File: src/framebuffer_scanout_pixel_converter_core_defines.svh
// Assertion macros shared by the scan-out pixel converter RTL.
// Included by the modules that carry concurrent checks; no other dependencies.
`ifndef FRAMEBUFFER_SCANOUT_PIXEL_CONVERTER_CORE_DEFINES_SVH
`define FRAMEBUFFER_SCANOUT_PIXEL_CONVERTER_CORE_DEFINES_SVH

// Same-cycle implication, checked on every clock edge out of reset.
`define FSPC_ASSERT_NOW(lbl, ante, cons, msg) \
    lbl: assert property (@(posedge i_clk) disable iff (!i_rst_n) (ante) |-> (cons)) \
        else $error(msg);

// Next-cycle implication, checked on every clock edge out of reset.
`define FSPC_ASSERT_NEXT(lbl, ante, cons, msg) \
    lbl: assert property (@(posedge i_clk) disable iff (!i_rst_n) (ante) |=> (cons)) \
        else $error(msg);

`endif

File: src/fspc_pkg.sv
// Shared constants, types and helper functions of the scan-out pixel converter.
// No dependencies; imported by every module of the block.
`default_nettype none

package fspc_pkg;

    // Configuration register indexes
    localparam int unsigned CFG_IDX_W = 3;
    localparam logic [CFG_IDX_W-1:0] CFG_DEST_BASE      = 3'd0;
    localparam logic [CFG_IDX_W-1:0] CFG_ROW_PITCH      = 3'd1;
    localparam logic [CFG_IDX_W-1:0] CFG_PIXEL_BITS     = 3'd2;
    localparam logic [CFG_IDX_W-1:0] CFG_VISIBLE_WIDTH  = 3'd3;
    localparam logic [CFG_IDX_W-1:0] CFG_VISIBLE_HEIGHT = 3'd4;

    // Destination depths that produce writes
    localparam logic [5:0] BPP_8  = 6'd8;
    localparam logic [5:0] BPP_16 = 6'd16;
    localparam logic [5:0] BPP_24 = 6'd24;
    localparam logic [5:0] BPP_32 = 6'd32;

    // Byte counts of a write; none marks an unsupported depth
    localparam logic [2:0] BYTES_NONE = 3'd0;
    localparam logic [2:0] BYTES_1    = 3'd1;
    localparam logic [2:0] BYTES_2    = 3'd2;
    localparam logic [2:0] BYTES_3    = 3'd3;
    localparam logic [2:0] BYTES_4    = 3'd4;

    // Converted pixel and its size
    typedef struct packed {
        logic [31:0] data;
        logic [2:0]  bytes;
    } t_conv;

    // (r+g+b)/48: divide by 16 with a shift, then by 3 via x*43>>7 (exact for x < 48)
    function automatic logic [7:0] grey_of(input logic [31:0] color);
        logic [9:0]  sum;
        logic [5:0]  sixteenths;
        logic [11:0] prod;
        sum        = 10'(color[23:16]) + 10'(color[15:8]) + 10'(color[7:0]);
        sixteenths = sum[9:4];
        prod       = 12'(sixteenths) * 12'd43;
        return {3'b000, prod[11:7]};
    endfunction

endpackage

`default_nettype wire

File: src/fspc_conv.sv
// Pixel format conversion: xRGB8888 source pixel to the destination depth.
// Depends on fspc_pkg for depth codes, byte counts and the grey divider.
`default_nettype none

module fspc_conv
    import fspc_pkg::*;
(
    input  wire logic [31:0] i_pixel_color,
    input  wire logic [5:0]  i_pixel_bits,
    output t_conv            o_conv
);

    always_comb begin
        unique case (i_pixel_bits)
            BPP_32: begin
                o_conv.data  = i_pixel_color;
                o_conv.bytes = BYTES_4;
            end
            BPP_24: begin
                o_conv.data  = {8'h00, i_pixel_color[23:0]};
                o_conv.bytes = BYTES_3;
            end
            BPP_16: begin
                // RGB565
                o_conv.data  = {16'h0000, i_pixel_color[23:19], i_pixel_color[15:10],
                                i_pixel_color[7:3]};
                o_conv.bytes = BYTES_2;
            end
            BPP_8: begin
                o_conv.data  = {24'h000000, grey_of(i_pixel_color)};
                o_conv.bytes = BYTES_1;
            end
            default: begin
                o_conv.data  = '0;
                o_conv.bytes = BYTES_NONE;
            end
        endcase
    end

endmodule

`default_nettype wire

File: src/fspc_pos.sv
// Raster position tracker: column and row counters over the source frame.
// Depends on fspc_pkg (wildcard import) and the shared assertion macros.
`default_nettype none
`include "framebuffer_scanout_pixel_converter_core_defines.svh"

module fspc_pos
    import fspc_pkg::*;
#(
    parameter int unsigned SRC_WIDTH  = 800,
    parameter int unsigned SRC_HEIGHT = 600,
    parameter int unsigned CW         = 10,
    parameter int unsigned RW         = 10
) (
    input  wire logic          i_clk,
    input  wire logic          i_rst_n,
    input  wire logic          i_advance,
    input  wire logic          i_frame_start,
    output logic      [CW-1:0] o_col,
    output logic      [RW-1:0] o_row
);

    logic [CW-1:0] r_col, n_col;
    logic [RW-1:0] r_row, n_row;
    logic          last_col;
    logic          last_row;

    // position of the item being taken; frame start restarts at the origin
    assign o_col    = i_frame_start ? '0 : r_col;
    assign o_row    = i_frame_start ? '0 : r_row;
    assign last_col = (o_col == CW'(SRC_WIDTH - 1));
    assign last_row = (o_row == RW'(SRC_HEIGHT - 1));

    always_comb begin
        n_col = r_col;
        n_row = r_row;
        if (i_advance) begin
            if (last_col) begin
                n_col = '0;
                n_row = last_row ? '0 : o_row + RW'(1);
            end else begin
                n_col = o_col + CW'(1);
                n_row = o_row;
            end
        end
    end

    always_ff @(posedge i_clk) begin
        if (!i_rst_n) begin
            r_col <= '0;
            r_row <= '0;
        end else begin
            r_col <= n_col;
            r_row <= n_row;
        end
    end

    `FSPC_ASSERT_NOW(a_col_in_range, 1'b1, 32'(r_col) < SRC_WIDTH, "column beyond source width")
    `FSPC_ASSERT_NOW(a_row_in_range, 1'b1, 32'(r_row) < SRC_HEIGHT, "row beyond source height")
    `FSPC_ASSERT_NEXT(a_hold_when_idle, !i_advance, $stable(r_col) && $stable(r_row),
                      "position moved without an item")

endmodule

`default_nettype wire

File: src/framebuffer_scanout_pixel_converter_core.sv
// Scan-out pixel converter: turns a raster stream of xRGB8888 pixels from a
// SRC_WIDTH x SRC_HEIGHT back buffer into clipped destination framebuffer
// writes (address, data, byte count, end-of-frame flag) at 8, 16, 24 or 32 bpp.
// Throughput is one item per clock with no bubbles while the output is not
// stalled; a write passes the input register, then the result register, on
// its way to the output. The clock rate is set by the row * pitch multiply
// (10 x 16) and the three-term address add that follows it after the input
// register. Pixels outside the visible window, or any pixel while a setting is
// zero or the depth is unsupported, advance the position but give no write.
// The user must write configuration only while the block is idle; the block
// itself does not enforce this. dest_base and row_pitch feed the address
// arithmetic directly, so a change also applies to an item in the input register.
// Depends on fspc_pkg, fspc_pos, fspc_conv and the shared assertion macros.
`default_nettype none
`include "framebuffer_scanout_pixel_converter_core_defines.svh"

module framebuffer_scanout_pixel_converter_core
    import fspc_pkg::*;
#(
    parameter int unsigned SRC_WIDTH  = 800,
    parameter int unsigned SRC_HEIGHT = 600
) (
    input  wire logic                 i_clk,
    input  wire logic                 i_rst_n,
    // configuration write port
    input  wire logic                 i_cfg_we,
    input  wire logic [CFG_IDX_W-1:0] i_cfg_index,
    input  wire logic [31:0]          i_cfg_data,
    // source pixel items
    input  wire logic                 i_in_valid,
    output logic                      o_in_stall,
    input  wire logic [31:0]          i_pixel_color,
    input  wire logic                 i_frame_start,
    // destination write items
    output logic                      o_out_valid,
    input  wire logic                 i_out_stall,
    output logic      [31:0]          o_write_address,
    output logic      [31:0]          o_write_data,
    output logic      [2:0]           o_byte_count,
    output logic                      o_frame_last
);

    // counter widths; a one-pixel dimension still keeps a one-bit counter
    localparam int unsigned CW = (SRC_WIDTH  > 1) ? $clog2(SRC_WIDTH)  : 1;
    localparam int unsigned RW = (SRC_HEIGHT > 1) ? $clog2(SRC_HEIGHT) : 1;
    localparam int unsigned PW = RW + 16;   // row * pitch product
    localparam int unsigned OW = CW + 2;    // column * bytes offset

    // ---------------------------------------------------------------------
    // Configuration registers
    // ---------------------------------------------------------------------
    logic [31:0] r_dest_base;
    logic [15:0] r_row_pitch;
    logic [5:0]  r_pixel_bits;
    logic [15:0] r_visible_width;
    logic [15:0] r_visible_height;

    always_ff @(posedge i_clk) begin
        if (!i_rst_n) begin
            r_dest_base      <= '0;
            r_row_pitch      <= '0;
            r_pixel_bits     <= '0;
            r_visible_width  <= '0;
            r_visible_height <= '0;
        end else if (i_cfg_we) begin
            unique case (i_cfg_index)
                CFG_DEST_BASE:      r_dest_base      <= i_cfg_data;
                CFG_ROW_PITCH:      r_row_pitch      <= i_cfg_data[15:0];
                CFG_PIXEL_BITS:     r_pixel_bits     <= i_cfg_data[5:0];
                CFG_VISIBLE_WIDTH:  r_visible_width  <= i_cfg_data[15:0];
                CFG_VISIBLE_HEIGHT: r_visible_height <= i_cfg_data[15:0];
                default: ;          // unknown index: ignored
            endcase
        end
    end

    // ---------------------------------------------------------------------
    // Handshake: the input register refills whenever it is empty or its
    // item moves on this cycle, so a stalled result blocks intake only while it is full.
    // ---------------------------------------------------------------------
    logic r_s1_vld;
    logic r_out_vld;
    logic out_ready;
    logic s1_ready;
    logic in_acc;
    logic s1_hit;

    assign out_ready  = !r_out_vld || !i_out_stall;
    assign s1_ready   = !r_s1_vld || out_ready;
    assign in_acc     = i_in_valid && s1_ready;
    assign o_in_stall = !s1_ready;

    // ---------------------------------------------------------------------
    // Cycle 1: raster position and input register
    // ---------------------------------------------------------------------
    logic [CW-1:0] pos_col;
    logic [RW-1:0] pos_row;

    fspc_pos #(
        .SRC_WIDTH  (SRC_WIDTH),
        .SRC_HEIGHT (SRC_HEIGHT),
        .CW         (CW),
        .RW         (RW)
    ) u_pos (
        .i_clk         (i_clk),
        .i_rst_n       (i_rst_n),
        .i_advance     (in_acc),
        .i_frame_start (i_frame_start),
        .o_col         (pos_col),
        .o_row         (pos_row)
    );

    logic [31:0]   r_s1_color;
    logic [CW-1:0] r_s1_col;
    logic [RW-1:0] r_s1_row;

    always_ff @(posedge i_clk) begin
        if (!i_rst_n) begin
            r_s1_vld <= 1'b0;
        end else if (s1_ready) begin
            r_s1_vld <= i_in_valid;
        end
    end

    always_ff @(posedge i_clk) begin
        if (in_acc) begin
            r_s1_color <= i_pixel_color;
            r_s1_col   <= pos_col;
            r_s1_row   <= pos_row;
        end
    end

    // ---------------------------------------------------------------------
    // Cycle 2: clip, convert, address
    // ---------------------------------------------------------------------
    t_conv         conv;
    logic [15:0]   clip_w;
    logic [15:0]   clip_h;
    logic          setup_ok;
    logic          in_window;
    logic          last_pix;
    logic [PW-1:0] row_off;
    logic [OW-1:0] col_off;
    logic [31:0]   addr;

    fspc_conv u_conv (
        .i_pixel_color (r_s1_color),
        .i_pixel_bits  (r_pixel_bits),
        .o_conv        (conv)
    );

    // visible window clipped to the source frame
    assign clip_w = (r_visible_width  < 16'(SRC_WIDTH))  ? r_visible_width  : 16'(SRC_WIDTH);
    assign clip_h = (r_visible_height < 16'(SRC_HEIGHT)) ? r_visible_height : 16'(SRC_HEIGHT);

    // every setting non-zero and a supported depth
    assign setup_ok  = (r_dest_base != '0) && (r_row_pitch != '0) && (r_pixel_bits != '0)
                    && (clip_w != '0) && (clip_h != '0) && (conv.bytes != BYTES_NONE);
    assign in_window = (16'(r_s1_col) < clip_w) && (16'(r_s1_row) < clip_h);
    assign s1_hit    = setup_ok && in_window;
    assign last_pix  = (16'(r_s1_col) == clip_w - 16'd1) && (16'(r_s1_row) == clip_h - 16'd1);

    assign row_off = PW'(r_s1_row) * PW'(r_row_pitch);

    // column * bytes per pixel by shift and add
    always_comb begin
        unique case (conv.bytes)
            BYTES_4: col_off = {r_s1_col, 2'b00};
            BYTES_3: col_off = OW'({r_s1_col, 1'b0}) + OW'(r_s1_col);
            BYTES_2: col_off = OW'({r_s1_col, 1'b0});
            default: col_off = OW'(r_s1_col);
        endcase
    end

    assign addr = r_dest_base + 32'(row_off) + 32'(col_off);

    // ---------------------------------------------------------------------
    // Result register
    // ---------------------------------------------------------------------
    always_ff @(posedge i_clk) begin
        if (!i_rst_n) begin
            r_out_vld <= 1'b0;
        end else if (out_ready) begin
            r_out_vld <= r_s1_vld && s1_hit;
        end
    end

    logic [31:0] r_write_address;
    logic [31:0] r_write_data;
    logic [2:0]  r_byte_count;
    logic        r_frame_last;

    always_ff @(posedge i_clk) begin
        if (out_ready && r_s1_vld && s1_hit) begin
            r_write_address <= addr;
            r_write_data    <= conv.data;
            r_byte_count    <= conv.bytes;
            r_frame_last    <= last_pix;
        end
    end

    assign o_out_valid     = r_out_vld;
    assign o_write_address = r_write_address;
    assign o_write_data    = r_write_data;
    assign o_byte_count    = r_byte_count;
    assign o_frame_last    = r_frame_last;

    `FSPC_ASSERT_NOW(a_count_legal, r_out_vld,
                     r_byte_count == BYTES_1 || r_byte_count == BYTES_2 ||
                     r_byte_count == BYTES_3 || r_byte_count == BYTES_4,
                     "write with illegal byte count")
    `FSPC_ASSERT_NOW(a_grey_narrow, r_out_vld && r_byte_count == BYTES_1,
                     r_write_data[31:8] == '0, "8 bpp write with high bits set")
    `FSPC_ASSERT_NOW(a_empty_takes, !r_s1_vld, !o_in_stall,
                     "input stalled with an empty input register")

endmodule

`default_nettype wire
File: config.mk
export PLATFORM = sky130hd
export DESIGN_NAME = framebuffer_scanout_pixel_converter_core
export DESIGN_NICKNAME = d
export VERILOG_FILES = /design/src/fspc_pkg.sv /design/src/fspc_conv.sv /design/src/fspc_pos.sv /design/src/framebuffer_scanout_pixel_converter_core.sv
export VERILOG_INCLUDE_DIRS = /design/src /design/src/src
export SDC_FILE = /design/constraint.sdc
export NUM_CORES = 1
export LEC_CHECK = 0
export ABC_CLOCK_PERIOD_IN_PS = 7200
export BUFFER_PORTS_ARGS = -buffer_cell sky130_fd_sc_hd__buf_2
export CORE_AREA = 2 2 174 176
export CTS_BUF_LIST = sky130_fd_sc_hd__clkbuf_4 sky130_fd_sc_hd__clkbuf_8
export CTS_CLUSTER_DIAMETER = 80
export DETAILED_ROUTE_END_ITERATION = 7
export DIE_AREA = 0 0 176 178
export PLACE_DENSITY = 0.78
export SYNTH_ARGS = -nofsm -noshare
export SYNTH_HDL_FRONTEND = slang
export SYNTH_HIERARCHICAL = 1
export SYNTH_SLANG_ARGS = --single-unit
File: constraint.sdc
create_clock -name i_clk -period 7.2 [get_ports i_clk]
set_input_delay 0.72 -clock i_clk [delete_from_list [all_inputs] [get_ports i_clk]]
set_output_delay 0.72 -clock i_clk [all_outputs]
set_load 0.1 [all_outputs]
After elaboration in Yosys (flattened, before gate mapping)
Cells that the tools add are included.
{"block": "word_totals", "register_bits": 228, "wordCells": 85}
{"block": "classes", "n_addsub": 9, "multipliers": 2, "n_lt_le_gt_ge": 4, "eq_ne": 15, "muxes": 9, "n_reduce_logical": 30}
{"cell": "$pmux 35 s4", "count": 1}
{"cell": "$mux 10", "count": 5}
{"cell": "$reduce_bool 16->1", "count": 3}
{"cell": "$pmux 12 s3", "count": 1}
{"cell": "$add 32x12->32", "count": 1}
{"cell": "$add 32x26->32", "count": 1}
{"cell": "$eq 10x16->1", "count": 2}
{"cell": "$lt 10x16->1", "count": 2}
{"cell": "$lt 16x10->1 const B", "count": 2}
{"cell": "$mux 16", "count": 2}
{"cell": "$reduce_bool 32->1", "count": 1}
{"cell": "$sub 16x1->16 const B", "count": 2}
{"cell": "$mul 10x16->26", "count": 1}
{"cell": "$add 10x1->10 const B", "count": 2}
{"cell": "$eq 10x10->1 const B", "count": 2}
{"cell": "$add 11x10->12", "count": 1}
{"cell": "$eq 3x2->1 const B", "count": 4}
{"cell": "$eq 6x5->1 const B", "count": 2}
{"cell": "$logic_and 1x1->1", "count": 12}
{"cell": "$mul 6x6->12 const B", "count": 1}
{"cell": "$add 10x8->10", "count": 1}
{"cell": "$reduce_and 2->1", "count": 5}
{"cell": "$add 8x8->9", "count": 1}
{"cell": "$eq 3x3->1 const B", "count": 2}
{"cell": "8 further kinds", "count": 12}

Longest topological paths before layout
Gate-level depths: netlist of run 1.
{"block": "depth", "depth_word": 8, "depth_mapped": 26}

Cells and area by module
The synthesis of run 1 kept the hierarchy.
{"module": "framebuffer_scanout_pixel_converter_core", "instances": 1, "cells_each": 1559, "area_per_inst_um2": 15412.3}
{"module": "fspc_conv", "instances": 1, "cells_each": 176, "area_per_inst_um2": 1472.7}
{"module": "fspc_pos", "instances": 1, "cells_each": 176, "area_per_inst_um2": 1355.0}

Least setup slack after synthesis of run 1
No wires, ideal clock.
{"block": "synth_path", "path_kind": "flip-flop to flip-flop", "from": "reg r_pixel_bits[1]", "to": "reg r_write_address[31] (netlist: o_write_address[31]) (data pin)", "setup_time_ns": 0.259, "t_arrival_ns": 6.048, "slack_ns": 0.892, "path_stages_with_launch": 24, "path_cell_list": "dfxtp_1 -> or3_1 -> buf_2 -> nor3_2 -> nor2b_1 -> nand2b_1 -> o22ai_1 -> o21ai_0 -> o21a_1 -> fa_1 -> fa_1 -> inv_1 -> fa_1 -> fa_1 -> inv_1 -> ha_1 -> nor2b_1 -> o31a_1 -> o31ai_2 -> a41oi_1 -> o41ai_2 -> o21ai_1 -> o2111ai_1 -> xnor2_1"}
{"element": "start, declared", "line": "framebuffer_scanout_pixel_converter_core.sv:54", "source": "logic [5:0] r_pixel_bits;"}
{"element": "start signal, assigned", "line": "framebuffer_scanout_pixel_converter_core.sv:69", "source": "CFG_PIXEL_BITS: r_pixel_bits <= i_cfg_data[5:0];"}
{"element": "end signal, assigned", "line": "framebuffer_scanout_pixel_converter_core.sv:195", "source": "r_write_address <= addr;"}
{"element": "end, declared", "line": "framebuffer_scanout_pixel_converter_core.sv:188", "source": "logic [31:0] r_write_address;"}

Final worst setup path of run 1
{"block": "layout_path", "from": "reg r_s1_col[2]", "to": "reg r_write_address[31] (netlist: o_write_address[31]) (data pin)"}
{"block": "layout_between", "elab_chain_len": 3}
{"element": "start, declared", "line": "framebuffer_scanout_pixel_converter_core.sv:114", "source": "logic [CW-1:0] r_s1_col;"}
{"element": "start signal, assigned", "line": "framebuffer_scanout_pixel_converter_core.sv:128", "source": "r_s1_col <= pos_col;"}
{"element": "$add 11x10->12", "line": "framebuffer_scanout_pixel_converter_core.sv:169", "source": "BYTES_3: col_off = OW'({r_s1_col, 1'b0}) + OW'(r_s1_col);"}
{"element": "$pmux 12 s3 *", "line": "framebuffer_scanout_pixel_converter_core.sv:167", "source": "unique case (conv.bytes)"}
{"element": "$add 32x12->32 *", "line": "framebuffer_scanout_pixel_converter_core.sv:175", "source": "assign addr = r_dest_base + 32'(row_off) + 32'(col_off);"}
{"element": "via addr[31]", "line": "framebuffer_scanout_pixel_converter_core.sv:144", "source": "logic [31:0] addr;"}
Mark *: on every way through the listed nets, which the timed path passes. The rest lies on a longest branch.
A chain may end at the register's enable or synchronous reset.

==> impl_results.md, run 1 <==
* Clock-pin slew on the worst setup and hold paths at 0.06 ns
* Worst Setup End Kind: flop
* TritonCTS clock tree: yes
* I/O Buffers at 142
* Crit path DAT at 7.17 ns
* Via count at 14.23k
* Slew Limit Fails at 0
* Finished Core Util at 0.6851
* Initial antenna violation count at 0
* Synthesis-to-finish area growth at 10.43%
* Top FF cell, synth: edfxtp_1
* Slew headroom at 0.1847
* Max VDD drop at 0.1928 mV
* Placed Area at 0.01922 sq mm
* Leak at 0.008566 uW
* Net Count, Synth at 2279
* Average cell area after synthesis at 9.545 sq um
* I/O pin cnt at 143
* Core Footprint at 0.02940 sq mm
* Min Tclk post-route at 6.854 ns
* Storage cell area at 0.005766 sq mm
* Async set-reset flop share out of synthesis at 0
* Largest net degree at the start of global routing at 84
* Num CTS Buffers at 40
* Hold Vio Cnt, Final at 0
* Ys Warns at 6
* Vias in the first global route at 14.34k
* Clk_lat worst skew at 0.57 ns
* Final period utilization at 0.9519
* Fillcell total at 2311
* Final net count at 2395
* Netlist cell types at 90
* Via-to-Cell Ratio at 5.811
* Total power density per cell area at 184.2 mW/mm^2
* Setup crit start kind: flop
* Hold crit path type: in2reg
* First-pass GRT wire length at 72670 um
* Clock Path Buffers at 3
* Post-synth top area share at 0.1976
* Die area at 0.03133 sq mm
* Die width at 176 um
* Initial core utilization at 0.6204
* Largest cells by area after synthesis: edfxtp_1 20%, fa_1 18%, dfxtp_1 12%
* Seq/Total Area, Yosys at 0.3161
* Drt drc at 0
* Final ANT Viol Nets at 0
* Hold buffers post-CTS at 0
* Root Buffer: clkbuf_8
* Final instance area at 0.02014 sq mm
* DP HPWL at 34140 um
* H-tree levels at 2
* Overall Global Routing Usage at 0.2929
* Synth area leader: edfxtp_1
* CP Data Required Time at 7.52 ns
* Commonest cells in the netlist: 315 x nand2_1, 219 x inv_1, 161 x fa_1
* RePlAce Congestion at 0.9274
* Multi-input gate area at 0.01132 sq mm
* EDFF count, synth at 120
* RSZ-0062 raised after global routing: no
* Setup Skew at 0.02528 ns
* Crit Path Category: reg2reg
* Layout cells sized above 1 at 0.1326
* Syn Inst Count at 1911
* Worst-margin pin slew at 1.220 ns
* Drt wl/cell at 18.37 um
* Setup TNS at 0 ns
* Mapped Area at 0.01824 sq mm
* Number of placement rows at 63
* Diode count at 0
* Seq cells post-synth at 228
* Die Span Y at 178 um
* Max frequency at 145.9 MHz
* 1st-iter DRT viols at 1088
* R2r setup slk at 0.35 ns
* Iteration count of the initial detailed-routing pass at 6
* Total Wirelength at 44990 um
* Aggregate global routing overflow at 0
* Setup violations, final at 0
* Outcome: complete, no violations
* Count leader, synth: nand2_1
* Max-cap violations at 0
* Critical Path Fanout Max at 7
* Clock Sinks at 228
## routing by layer
metal / routed length, um / track usage / vias up
met5: 0 / 0 / -
met2: 20830 / 0.4782 / 517
met1: 19770 / 0.4014 / 6949
met3: 3170 / 0.04795 / 89
met4: 1218 / 0.09780 / 0
li1: - / - / 6675
## cell usage in the layout (no fill, tap or decap), types with 5 or more instances in the layout
master,synthesis,layout
and2_1,84,84
nand4b_1,6,6
a21boi_0,88,88
a31oi_1,9,9
nor2b_1,52,51
nand3b_1,6,6
a22oi_1,9,9
buf_4,0,22
clkbuf_8,0,45
clkinv_1,1,6
nand3_1,31,31
and3_1,12,12
buf_2,7,142
nor4_1,26,26
nand2b_1,15,15
a211oi_1,7,7
a21oi_1,45,45
clkbuf_4,0,15
nor2_1,62,60
a21o_1,10,10
nor3_1,20,20
inv_1,219,219
a22o_1,9,9
fa_1,161,161
o21a_1,13,13
ha_1,134,134
edfxtp_1,120,120
nand2_1,315,315
o21ai_1,16,18
xnor2_1,36,36
mux2i_1,10,10
dfxtp_1,108,108
a221oi_1,5,5
xor2_1,21,21
o22ai_1,10,10
nand4_1,22,22
o21ai_0,40,38
## worst max-delay path, cell delays in order (launching register included)
cell and delay (ns):
edfxtp_1 0.52, ha_1 0.33, a21o_1 0.18, a21oi_1 0.25, nor2b_1 0.08, o21ai_1 0.22, a2111oi_0 0.14, o31ai_1 0.31
xor2_1 0.17, o22ai_1 0.15, fa_1 0.52, inv_1 0.05, fa_1 0.54, fa_1 0.45, fa_1 0.55, inv_1 0.04
ha_1 0.37, a21oi_1 0.18, nor2_1 0.06, nor2_1 0.19, a41oi_2 0.30, o41ai_4 0.49, o21ai_1 0.18, o2111ai_1 0.24
xnor2_1 0.09
## sequential cells by signal (all words and copies together) (netlist names), 16 cells and up
| name | flops |
|---|---|
| o_write_data | 32 |
| r_visible_width | 16 |
| o_write_address | 32 |
| r_visible_height | 16 |
| r_row_pitch | 16 |
| r_dest_base | 32 |
| r_s1_color | 32 |
## power by group
part / total (uW) / switching, uW / internal (uW)
Combinational: 974 / 553 / 421
Sequential: 1440 / 48.4 / 1400
Clock: 1290 / 563 / 728
Total: 3710 / 1160 / 2550
## logic make-up after synthesis
family | Yosys count | share of synthesized area
AND/OR/NAND/NOR | 685 | 0.1877
AO/OA/AOI/OAI | 324 | 0.1276
buffers and inverters | 310 | 0.06558
adder cells (fa/ha/maj) | 295 | 0.2686
flip-flops | 228 | 0.3161
XOR/XNOR | 58 | 0.02826
multiplexers | 11 | 0.006105
## per-stage QoR
stage	total power (uW)	instances	hold WS (ns)	setup slack (ns)
after CTS	3725	2444	0.3151	0.1898
final	3710	2449	0.3409	0.3465
after detailed placement	2433	2370	0.4616	0.2075
after floorplan	2191	1911	0.4307	0.8921
after global placement	2380	2370	0.4503	0.3568
after global routing	3932	2449	0.3117	0.004609
## timing repair
action / 4_1_cts / 5_1_grt
gates resized for setup: 0 / 6
hold endpoints to repair: 0 / 0
buffers inserted: 0 / 5
endpoints found under the setup margin: 0 / 7
## worst paths after layout
kind | endpoint | cells after the start | from
worst max-delay path | o_write_address[31]$_DFFE_PP_ | 24 | r_s1_col[2]$_DFFE_PP_
worst min-delay path | r_s1_color[6]$_DFFE_PP_ | 1 | i_pixel_color[6]
worst max register to register | o_write_address[31]$_DFFE_PP_ | 24 | r_s1_col[2]$_DFFE_PP_
worst min register to register | r_visible_height[15]$_SDFFE_PN0P_ | 2 | r_visible_height[15]$_SDFFE_PN0P_
## area by class of cell
cell class              count  share of cell area
multi-input cells        1373              0.5622
flip-flops and latches    228              0.2862
repair buffers            164             0.04348
inverters                 220             0.04100
clock buffers              60             0.03634
well taps                 390             0.02423
clock inverters            14            0.006460
No activity file was read; power rests on OpenSTA's default activity.
==> run 2, diff against run 1 <==
--- a/config.mk
+++ b/config.mk
@@ -8,12 +8,11 @@
 export LEC_CHECK = 0
 export ABC_CLOCK_PERIOD_IN_PS = 7200
 export BUFFER_PORTS_ARGS = -buffer_cell sky130_fd_sc_hd__buf_2
-export CORE_AREA = 2 2 174 176
-export CTS_BUF_LIST = sky130_fd_sc_hd__clkbuf_4 sky130_fd_sc_hd__clkbuf_8
+export CORE_AREA = 2 2 194 196
 export CTS_CLUSTER_DIAMETER = 80
 export DETAILED_ROUTE_END_ITERATION = 7
-export DIE_AREA = 0 0 176 178
-export PLACE_DENSITY = 0.78
+export DIE_AREA = 0 0 196 198
+export PLACE_DENSITY_LB_ADDON = 0.05
 export SYNTH_ARGS = -nofsm -noshare
 export SYNTH_HDL_FRONTEND = slang
 export SYNTH_HIERARCHICAL = 1
==> run 2 against run 1 <==
  * First-iteration DRC count down 33%
  * Register-to-register slack better by 0.12 ns
  * Combinational power down 0.6%
  * Sequential share of layout area down 0.30 points
  * Wire length up 3.4%
  * Cell area up 1.1%
  * Sequential power about the same
==> impl_results.md, run 2 (synthesis gave the netlist of run 1 again) <==
* Delay-heaviest family, CP: adder cells (unchanged)
* Max frequency at 148.5 MHz (was 145.9 MHz)
* Synthesis-to-finish area growth at 11.59% (was 10.43%)
* TritonCTS clock tree: yes (unchanged)
* Iteration count of the initial detailed-routing pass at 5 (was 6)
* Worst setup margin at 0.4658 ns (was 0.3465 ns)
* DP HPWL at 35460 um (was 34140 um)
* Max VDD drop at 0.1712 mV (was 0.1928 mV)
* Slowest cell delay on critical path at 0.50 ns (was 0.55 ns)
* Most frequent CP cell: fa_1 (unchanged)
* Slew Limit Fails at 0 (unchanged)
* Most frequent cells in the layout: 315 x nand2_1, 219 x inv_1, 161 x fa_1 (unchanged)
* Final net count at 2395 (unchanged)
* Die Span Y at 198 um (was 178 um)
* Min Tclk post-route at 6.734 ns (was 6.854 ns)
* Max-cap violations at 0 (unchanged)
* H-tree levels at 1 (was 2)
* Largest net degree at the start of global routing at 86 (was 84)
* Crit path from: r_s1_col[1]$_DFFE_PP_ (was r_s1_col[2]$_DFFE_PP_)
* Initial core utilization at 0.4936 (was 0.6204)
* Fin cells at 2522 (was 2449)
* Buf/Inv on CP at 3 (was 2)
* Storage cell area at 0.005766 sq mm (unchanged)
* Die width at 196 um (was 176 um)
* Num CTS Buffers at 29 (was 40)
* Hold crit path type: in2reg (unchanged)
* Core Footprint at 0.03696 sq mm (was 0.02940 sq mm)
* Setup crit start kind: flop (unchanged)
* Layout cells sized above 1 at 0.1265 (was 0.1326)
* Vias in the first global route at 13.90k (was 14.34k)
* Drt wl/cell at 18.45 um (was 18.37 um)
* Worst reg2reg path depth at 25 (was 24)
* Via-to-Cell Ratio at 5.522 (was 5.811)
* Reg2reg end: o_write_address[31]$_DFFE_PP_ (unchanged)
* Finished Core Util at 0.5508 (was 0.6851)
* First-pass GRT wire length at 74820 um (was 72670 um)
* Hold buffers post-CTS at 0 (unchanged)
* Stages on worst setup path at 25 (was 24)
* Number of placement rows at 71 (was 63)
* Crit path DAT at 7.05 ns (was 7.17 ns)
* Placed cell count at 2459 (was 2370)
* 1st-iter DRT viols at 728 (was 1088)
* Clock Path Buffers at 3 (unchanged)
* Hold_ws at 0.3073 ns (was 0.3409 ns)
* Slowest CP cell: fa_1 (unchanged)
* Reg2reg start: r_s1_col[1]$_DFFE_PP_ (was r_s1_col[2]$_DFFE_PP_)
* Worst setup path endpoint: o_write_address[31]$_DFFE_PP_ (unchanged)
* Multi-input gate area at 0.01131 sq mm (was 0.01132 sq mm)
* Overall Global Routing Usage at 0.2452 (was 0.2929)
* I/O pin cnt at 143 (unchanged)
* Critical Path Fanout Max at 4 (was 7)
* RSZ-0062 raised after global routing: no (unchanged)
* RePlAce Congestion at 0.9316 (was 0.9274)
* Initial antenna violation count at 0 (unchanged)
* Aggregate global routing overflow at 0 (unchanged)
* Commonest non-fill, non-tap cell in the layout: nand2_1 (unchanged)
* Clock-pin slew on the worst setup and hold paths at 0.06 ns (about the same)
* Leak at 0.008611 uW (was 0.008566 uW)
* Final ANT Viol Nets at 0 (unchanged)
* Worst Setup End Kind: flop (unchanged)
* Final period utilization at 0.9353 (was 0.9519)
* Outcome: complete, no violations (unchanged)
* Setup TNS at 0 ns (unchanged)
* Worst-margin pin slew at 1.169 ns (was 1.220 ns)
* Slew headroom at 0.2188 (was 0.1847)
* Crit Path Category: reg2reg (unchanged)
* Setup Skew at 0.03362 ns (was 0.02528 ns)
* Via count at 13.93k (was 14.23k)
* Hold Vio Cnt, Final at 0 (unchanged)
* I/O Buffers at 142 (unchanged)
* Diode count at 0 (unchanged)
* Clock Sinks at 228 (unchanged)
* Root Buffer: clkbuf_16 (was clkbuf_8)
* Place WS at 0.1901 ns (was 0.2075 ns)
* Die area at 0.03881 sq mm (was 0.03133 sq mm)
* Setup violations, final at 0 (unchanged)
* Fillcell total at 3369 (was 2311)
* Total Wirelength at 46540 um (was 44990 um)
* Clk_lat worst skew at 0.59 ns (was 0.57 ns)
* Total power density per cell area at 186.1 mW/mm^2 (was 184.2 mW/mm^2)
* CP Data Required Time at 7.51 ns (was 7.52 ns)
* R2r setup slk at 0.47 ns (was 0.35 ns)
* Drt drc at 0 (unchanged)
-- run 2: area by class of cell --
| cell class | instances | share of cell area |
|---|---|---|
| well taps | 474 | 0.02914 |
| repair buffers | 175 | 0.04709 |
| clock inverters | 16 | 0.006885 |
| flip-flops and latches | 228 | 0.2833 |
| inverters | 220 | 0.04057 |
| clock buffers | 36 | 0.03744 |
| multi-input cells | 1373 | 0.5556 |
-- run 2: how the worst min path moves through the flow --
stage	start	end	slack [ns]	depth (start not counted)
2_1_floorplan	u_pos/r_row[9]$_SDFFE_PN0P_	u_pos/r_row[9]$_SDFFE_PN0P_	0.43	2
3_3_place_gp	r_visible_height[13]$_SDFFE_PN0P_	r_visible_height[13]$_SDFFE_PN0P_	0.45	2
3_5_place_dp	r_visible_width[10]$_SDFFE_PN0P_	r_visible_width[10]$_SDFFE_PN0P_	0.46	2
4_1_cts	i_pixel_color[19]	r_s1_color[19]$_DFFE_PP_	0.28	1
5_1_grt	i_pixel_color[11]	r_s1_color[11]$_DFFE_PP_	0.28	1
6_report	i_pixel_color[29]	r_s1_color[29]$_DFFE_PP_	0.31	1
-- run 2: report_power, final --
group	total (uW)	leakage, uW	switching, uW	internal [uW]
clock	1380	0.000446	585	792
combinational	968	0.00623	550	417
sequential	1440	0.00193	45.9	1400
total	3790	0.00861	1180	2610
-- run 2: metal layers --
| metal | global-route usage | routed length (um) | up-vias |
|---|---|---|---|
| met5 | 0 | 0 | - |
| met4 | 0.05780 | 938 | 0 |
| met3 | 0.02436 | 2447 | 54 |
| met2 | 0.3980 | 21230 | 370 |
| met1 | 0.3553 | 21920 | 6830 |
| li1 | - | - | 6673 |
-- run 2: timing repair --
item / CTS / global route
buffers inserted: 0 / 11
resized for setup: 0 / 3
endpoints found under the setup margin: 0 / 7
-- run 2: metrics by stage --
step / instance area, sq um / power (uW)
final: 20350 / 3787
after global routing: 20350 / 4014
after global placement: 19360 / 2413
after floorplan: 18240 / 2191
after CTS: 20260 / 3828
after detailed placement: 19360 / 2436
